File: config.mk
export PLATFORM = sky130hd
export DESIGN_NAME = ffha_ctrl
export DESIGN_NICKNAME = d
export VERILOG_FILES = /design/src/sv/ffha_pkg.sv /design/src/sv/ffha_ctrl.sv
export SDC_FILE = /design/constraint.sdc
export NUM_CORES = 1
export LEC_CHECK = 0
export ABC_AREA = 1
export ABC_CLOCK_PERIOD_IN_PS = 2200
export BUFFER_PORTS_ARGS = -buffer_cell sky130_fd_sc_hd__buf_2
export CAP_MARGIN = 20
export CORE_MARGIN = 1
export CORE_UTILIZATION = 30
export CTS_BUF_LIST = sky130_fd_sc_hd__clkbuf_2
export DETAILED_ROUTE_END_ITERATION = 12
export HOLD_SLACK_MARGIN = 0.08
export SLEW_MARGIN = 20
export SYNTH_ARGS = -nofsm -noshare
export SYNTH_HDL_FRONTEND = slang
export SYNTH_SLANG_ARGS = --single-unit
File: constraint.sdc
create_clock -name i_clk -period 2.2 [get_ports i_clk]
set_input_delay 0.33 -clock i_clk [delete_from_list [all_inputs] [get_ports i_clk]]
set_output_delay 0.33 -clock i_clk [all_outputs]
set_load 0.005 [all_outputs]
File: src/sv/ffha_pkg.sv
package ffha_pkg;

    // Command codes carried in the input tuser field.
    localparam logic [1:0] CMD_ALLOC  = 2'd0;
    localparam logic [1:0] CMD_FREE   = 2'd1;
    localparam logic [1:0] CMD_REINIT = 2'd2;

    // Result status codes.
    localparam logic [1:0] ST_OK      = 2'd0;
    localparam logic [1:0] ST_ZERO    = 2'd1;
    localparam logic [1:0] ST_NOFIT   = 2'd2;
    localparam logic [1:0] ST_UNKNOWN = 2'd3;

    // Configuration register indexes.
    localparam logic CFG_HEAP_BASE  = 1'b0;
    localparam logic CFG_HEAP_BYTES = 1'b1;

    // Register values after reset, and the heap size limit.
    localparam logic [31:0] HEAP_BASE_RST  = 32'h0040_0000;
    localparam logic [24:0] HEAP_BYTES_RST = 25'd4194304;
    localparam logic [24:0] HEAP_LIMIT     = 25'd16777216;

    // Datapath operation codes.
    localparam logic [4:0] OP_NONE       = 5'd0;
    localparam logic [4:0] OP_INIT       = 5'd1;
    localparam logic [4:0] OP_LOAD       = 5'd2;
    localparam logic [4:0] OP_REBUILD    = 5'd3;
    localparam logic [4:0] OP_SCAN_START = 5'd4;
    localparam logic [4:0] OP_RD_IDX     = 5'd5;
    localparam logic [4:0] OP_SCAN_NEXT  = 5'd6;
    localparam logic [4:0] OP_HIT        = 5'd7;
    localparam logic [4:0] OP_UP_RD      = 5'd8;
    localparam logic [4:0] OP_UP_WR      = 5'd9;
    localparam logic [4:0] OP_SPLIT_WR   = 5'd10;
    localparam logic [4:0] OP_ALLOC_WR   = 5'd11;
    localparam logic [4:0] OP_NEXT_RD    = 5'd12;
    localparam logic [4:0] OP_NEXT_LATCH = 5'd13;
    localparam logic [4:0] OP_NO_NEXT    = 5'd14;
    localparam logic [4:0] OP_MERGE_WR   = 5'd15;
    localparam logic [4:0] OP_DN_RD      = 5'd16;
    localparam logic [4:0] OP_DN_WR      = 5'd17;
    localparam logic [4:0] OP_DN_END     = 5'd18;
    localparam logic [4:0] OP_SET_STATUS = 5'd19;
    localparam logic [4:0] OP_POST       = 5'd20;

    // One row of the block table.
    typedef struct packed {
        logic [23:0] start;
        logic [23:0] size;
        logic        free;
    } t_entry;

    // Command from the controller to the datapath.
    typedef struct packed {
        logic [4:0] op;
        logic [1:0] status;
    } t_dp_cmd;

    // Status from the datapath to the controller.
    typedef struct packed {
        logic [1:0] cmd;
        logic       req_zero;
        logic       addr_null;
        logic       scan_end;
        logic       match;
        logic       split;
        logic       up_done;
        logic       has_next;
        logic       dn_done;
        logic       out_free;
    } t_dp_sts;

endpackage

File: src/sv/ffha_ctrl.sv
module ffha_ctrl (
    input  logic               i_clk,
    input  logic               i_rst_n,
    input  logic               i_in_valid,
    output logic               o_in_ready,
    input  ffha_pkg::t_dp_sts  i_sts,
    output ffha_pkg::t_dp_cmd  o_cmd
);

    localparam logic [3:0] S_INIT  = 4'd0;
    localparam logic [3:0] S_IDLE  = 4'd1;
    localparam logic [3:0] S_DISP  = 4'd2;
    localparam logic [3:0] S_RD    = 4'd3;
    localparam logic [3:0] S_CHK   = 4'd4;
    localparam logic [3:0] S_UP_RD = 4'd5;
    localparam logic [3:0] S_UP_WR = 4'd6;
    localparam logic [3:0] S_AWR   = 4'd7;
    localparam logic [3:0] S_NRD   = 4'd8;
    localparam logic [3:0] S_NCHK  = 4'd9;
    localparam logic [3:0] S_MRG   = 4'd10;
    localparam logic [3:0] S_DN_RD = 4'd11;
    localparam logic [3:0] S_DN_WR = 4'd12;
    localparam logic [3:0] S_DONE  = 4'd13;

    logic [3:0] r_state;
    logic [3:0] n_state;

    assign o_in_ready = (r_state == S_IDLE);

    // Next state and datapath command.
    always_comb begin
        n_state       = r_state;
        o_cmd.op      = ffha_pkg::OP_NONE;
        o_cmd.status  = ffha_pkg::ST_OK;
        unique case (r_state)
            S_INIT: begin
                o_cmd.op = ffha_pkg::OP_INIT;
                n_state  = S_IDLE;
            end
            S_IDLE: begin
                if (i_in_valid) begin
                    o_cmd.op = ffha_pkg::OP_LOAD;
                    n_state  = S_DISP;
                end
            end
            S_DISP: begin
                n_state = S_DONE;
                case (i_sts.cmd)
                    ffha_pkg::CMD_ALLOC: begin
                        if (i_sts.req_zero) begin
                            o_cmd.op     = ffha_pkg::OP_SET_STATUS;
                            o_cmd.status = ffha_pkg::ST_ZERO;
                        end else begin
                            o_cmd.op = ffha_pkg::OP_SCAN_START;
                            n_state  = S_RD;
                        end
                    end
                    ffha_pkg::CMD_FREE: begin
                        if (!i_sts.addr_null) begin
                            o_cmd.op = ffha_pkg::OP_SCAN_START;
                            n_state  = S_RD;
                        end
                    end
                    ffha_pkg::CMD_REINIT: begin
                        o_cmd.op = ffha_pkg::OP_REBUILD;
                    end
                    default: begin
                        o_cmd.op = ffha_pkg::OP_NONE;
                    end
                endcase
            end
            S_RD: begin
                if (i_sts.scan_end) begin
                    o_cmd.op     = ffha_pkg::OP_SET_STATUS;
                    o_cmd.status = (i_sts.cmd == ffha_pkg::CMD_ALLOC) ?
                                   ffha_pkg::ST_NOFIT : ffha_pkg::ST_UNKNOWN;
                    n_state      = S_DONE;
                end else begin
                    o_cmd.op = ffha_pkg::OP_RD_IDX;
                    n_state  = S_CHK;
                end
            end
            S_CHK: begin
                if (i_sts.match) begin
                    o_cmd.op = ffha_pkg::OP_HIT;
                    n_state  = (i_sts.cmd == ffha_pkg::CMD_ALLOC) ? S_UP_RD : S_NRD;
                end else begin
                    o_cmd.op = ffha_pkg::OP_SCAN_NEXT;
                    n_state  = S_RD;
                end
            end
            S_UP_RD: begin
                if (!i_sts.split) begin
                    n_state = S_AWR;
                end else if (i_sts.up_done) begin
                    o_cmd.op = ffha_pkg::OP_SPLIT_WR;
                    n_state  = S_AWR;
                end else begin
                    o_cmd.op = ffha_pkg::OP_UP_RD;
                    n_state  = S_UP_WR;
                end
            end
            S_UP_WR: begin
                o_cmd.op = ffha_pkg::OP_UP_WR;
                n_state  = S_UP_RD;
            end
            S_AWR: begin
                o_cmd.op = ffha_pkg::OP_ALLOC_WR;
                n_state  = S_DONE;
            end
            S_NRD: begin
                if (i_sts.has_next) begin
                    o_cmd.op = ffha_pkg::OP_NEXT_RD;
                    n_state  = S_NCHK;
                end else begin
                    o_cmd.op = ffha_pkg::OP_NO_NEXT;
                    n_state  = S_MRG;
                end
            end
            S_NCHK: begin
                o_cmd.op = ffha_pkg::OP_NEXT_LATCH;
                n_state  = S_MRG;
            end
            S_MRG: begin
                o_cmd.op = ffha_pkg::OP_MERGE_WR;
                n_state  = S_DN_RD;
            end
            S_DN_RD: begin
                if (i_sts.dn_done) begin
                    o_cmd.op = ffha_pkg::OP_DN_END;
                    n_state  = S_DONE;
                end else begin
                    o_cmd.op = ffha_pkg::OP_DN_RD;
                    n_state  = S_DN_WR;
                end
            end
            S_DN_WR: begin
                o_cmd.op = ffha_pkg::OP_DN_WR;
                n_state  = S_DN_RD;
            end
            S_DONE: begin
                if (i_sts.out_free) begin
                    o_cmd.op = ffha_pkg::OP_POST;
                    n_state  = S_IDLE;
                end
            end
            default: begin
                n_state = S_INIT;
            end
        endcase
    end

    // State register.
    always_ff @(posedge i_clk) begin
        if (!i_rst_n) begin
            r_state <= S_INIT;
        end else begin
            r_state <= n_state;
        end
    end

`ifndef ASSERT_OFF
    // A result is only posted from the final state.
    a_post_from_done: assert property (@(posedge i_clk) disable iff (!i_rst_n)
        (o_cmd.op == ffha_pkg::OP_POST) |-> (r_state == S_DONE))
        else $error("result posted outside the done state");

    // Every accepted item is dispatched in the next cycle.
    a_load_dispatch: assert property (@(posedge i_clk) disable iff (!i_rst_n)
        (o_cmd.op == ffha_pkg::OP_LOAD) |=> (r_state == S_DISP))
        else $error("accepted item was not dispatched");
`endif

endmodule

==> flow_metrics.py <==
metrics = {
    "run_status": {
        "status": "complete, no violations",
    },
    "setup_path": {
        "worst_setup_path_start_kind": "register",
        "crit_type": "register to output port",
        "end_kind": "output port",
        "worstReg2RegStart": "r_state[2]$_SDFFE_PN0P_",
        "ff2ff_setup_slack_ns": 0.90,
        "worstPathRequired_ns": 1.87,
        "crit_arrival_ns": 1.48,
        "worst-path-max-fanout": 9,
        "reg2reg_to": "r_state[0]$_SDFFE_PN0P_",
        "reg2reg_depth": 8,
    },
    "floorplan": {
        "core_area_sq_mm": 0.00178,
        "initial_utilization_pct": 32.8,
        "top_level_ports": 22,
        "die-area_sq_mm": 0.00213,
        "row_count": 15,
        "die_w_um": 46.1,
        "die_h_um": 46.1,
    },
    "min_path": {
        "min_path_type": "primary input to register",
        "hold_end": "r_state[0]$_SDFFE_PN0P_",
        "hold_start": "i_rst_n",
        "hold_depth": 3,
    },
    "global_route": {
        "grt_pass1_wl_mm": 2.57,
        "track_usage_pct": 16.8,
        "grt-ovfl-total": 0,
        "grt_start_max_net_pins": 10,
        "grt_pass1_vias": 618,
        "antenna_found_initial": 0,
    },
    "clocking": {
        "ctsLongestPathBuffers": 2,
        "cts_hold_buf": 0,
        "post_cts_buffers": 0,
        "clk_pin_slew_ns": 0.04,
        "cts_inserted_buffers": 3,
        "clk_latency_ns": 0.20,
        "cts.sinks": 4,
        "cts_tree": "yes",
        "clock-root-buffer": "clkbuf_2",
        "htree_levels": 1,
        "cts_resized": 0,
    },
    "sta": {
        "rsz0062_at_grt": "false",
        "setup_viol": 0,
        "worst_pin_slew_ns": 0.371,
        "period_share_pct": 82.4,
        "final_hold_viol_count": 0,
        "fin_skew_ns": 0.00458,
        "slew_viol_final": 0,
        "period_needed_ns": 1.81,
        "max_freq_mhz": 552,
        "slew_headroom_pct": 75.2,
        "setup_tns_ns": 0,
    },
    "drt": {
        "ant_nets": 0,
        "vias": 794,
        "routed_via_density": 4.81,
        "drt_pre_antenna_iters": 4,
        "drt_wl_total_mm": 1.61,
        "drt-initial-drc-count": 41,
        "wl_per_cell_um": 9.77,
        "drc": 0,
    },
    "yosys": {
        "seq_area_frac_synth_pct": 13.7,
        "synth_top_area_cell": "nand2_1",
        "syn_nets": 131,
        "synth.most_common_cell": "nand2_1",
        "synthTopCellsByCount": "nand2_1, nor2_1, inv_1",
        "syn-mean-instance-area_sq_um": 4.99,
        "syn_area_sq_um": 584,
        "async_flop_share_pct": 0,
        "syn-instance-count": 117,
        "ys_warn_count": 0,
        "ys_seq_elements": 4,
        "synth_area_leaders": "nand2_1, nor2_1, dfxtp_1, inv_1, nand3_1",
        "ys_types": 20,
        "synth-edff-count": 0,
        "synth-main-ff-cell": "dfxtp_1",
        "synth_top_area_share_pct": 23.8,
    },
    "power": {
        "total_power_uw": 765,
        "power.density_mw_per_mm2": 1060,
        "power_leakage_nw": 0.449,
        "ir_drop_mv": 0.553,
    },
    "finish": {
        "fin_nets": 156,
        "fillerInstances": 208,
        "drive_gt1_share_pct": 24.3,
        "reg_top3": "r_state x4",
        "postLayoutCoreUtil_pct": 40.6,
        "top_register": "r_state",
        "n_antenna_cell": 0,
        "syn_to_final_growth_pct": 24.0,
        "largest_reg_flops": 4,
        "finalInstanceArea_sq_um": 724,
    },
    "placement": {
        "hpwl_mm": 1.36,
        "gp_congestion": 0.844,
        "io_buffers": 21,
        "place_area_sq_um": 709,
    },
    "run": {
        "maxCapViolations": 0,
    },
}
-- metrics by stage --
| step | worst slack (ns) | std cells | hold slack [ns] |
|---|---|---|---|
| 3_5_place_dp | 0.603 | 162 | 0.568 |
| 5_1_grt | 0.212 | 165 | 0.362 |
| 2_1_floorplan | 0.888 | 117 | 0.428 |
| 6_report | 0.387 | 165 | 0.359 |
| 3_3_place_gp | 0.653 | 162 | 0.564 |
| 4_1_cts | 0.379 | 165 | 0.341 |
-- cell families after synthesis --
kind of cell | synth area share [%]
buffers and inverters | 14.1
AND/OR/NAND/NOR | 59.7
AO/OA/AOI/OAI | 12.4
flip-flops | 13.7
-- where the power goes --
part | internal [mW] | switching, mW
Sequential | 0.103 | 0.0506
Clock | 0.0366 | 0.0285
Combinational | 0.211 | 0.336
-- cell type report --
| type | instances | area (sq um) | area share, % |
|---|---|---|---|
| Sequential cell | 4 | 80.1 | 11.1 |
| Multi-Input combinational cell | 93 | 422 | 58.2 |
| Tap cell | 25 | 31.3 | 4.32 |
| Clock buffer | 3 | 15.0 | 2.07 |
| Timing Repair Buffer | 21 | 105 | 14.5 |
| Inverter | 19 | 71.3 | 9.84 |
-- worst max path at each step --
stage	startpoint	endpoint	slack (ns)	cells after the start
2_1_floorplan	r_state[2]$_SDFFE_PN0P_	o_cmd[6]	0.89	8
3_3_place_gp	r_state[2]$_SDFFE_PN0P_	o_cmd[3]	0.65	6
3_5_place_dp	r_state[2]$_SDFFE_PN0P_	o_cmd[3]	0.60	6
4_1_cts	r_state[2]$_SDFFE_PN0P_	o_cmd[3]	0.38	6
5_1_grt	r_state[2]$_SDFFE_PN0P_	o_cmd[6]	0.21	8
6_report	r_state[2]$_SDFFE_PN0P_	o_cmd[3]	0.39	6
-- critical path, stage by stage (launching register included) --
cell	delay, ns
dfxtp_1	0.53
nor2_2	0.14
nand2_2	0.13
nor2_1	0.07
nor3_1	0.20
nand3b_1	0.08
buf_2	0.13
-- metal layers --
metal / wire [um] / share of wire [%] / GRT usage [%] / up-vias
met5: 0 / 0 / 0 / -
met4: 4 / 0.25 / 5.88 / 0
met3: 159 / 9.9 / 3.53 / 2
met2: 697 / 43 / 25.1 / 50
met1: 750 / 47 / 23.5 / 321
li1: - / - / - / 421
-- cells in the final DEF, fill, tap and decap left out, types with 4 or more instances in the layout --
cell type / Yosys / layout
nand3_1: 10 / 10
o21ai_0: 5 / 5
nor2_1: 22 / 22
buf_2: 0 / 21
dfxtp_1: 4 / 4
inv_2: 5 / 5
nand2_1: 37 / 37
a21oi_1: 4 / 4
nand4_1: 4 / 4
inv_1: 14 / 14
(Power assumes the default switching activity.)
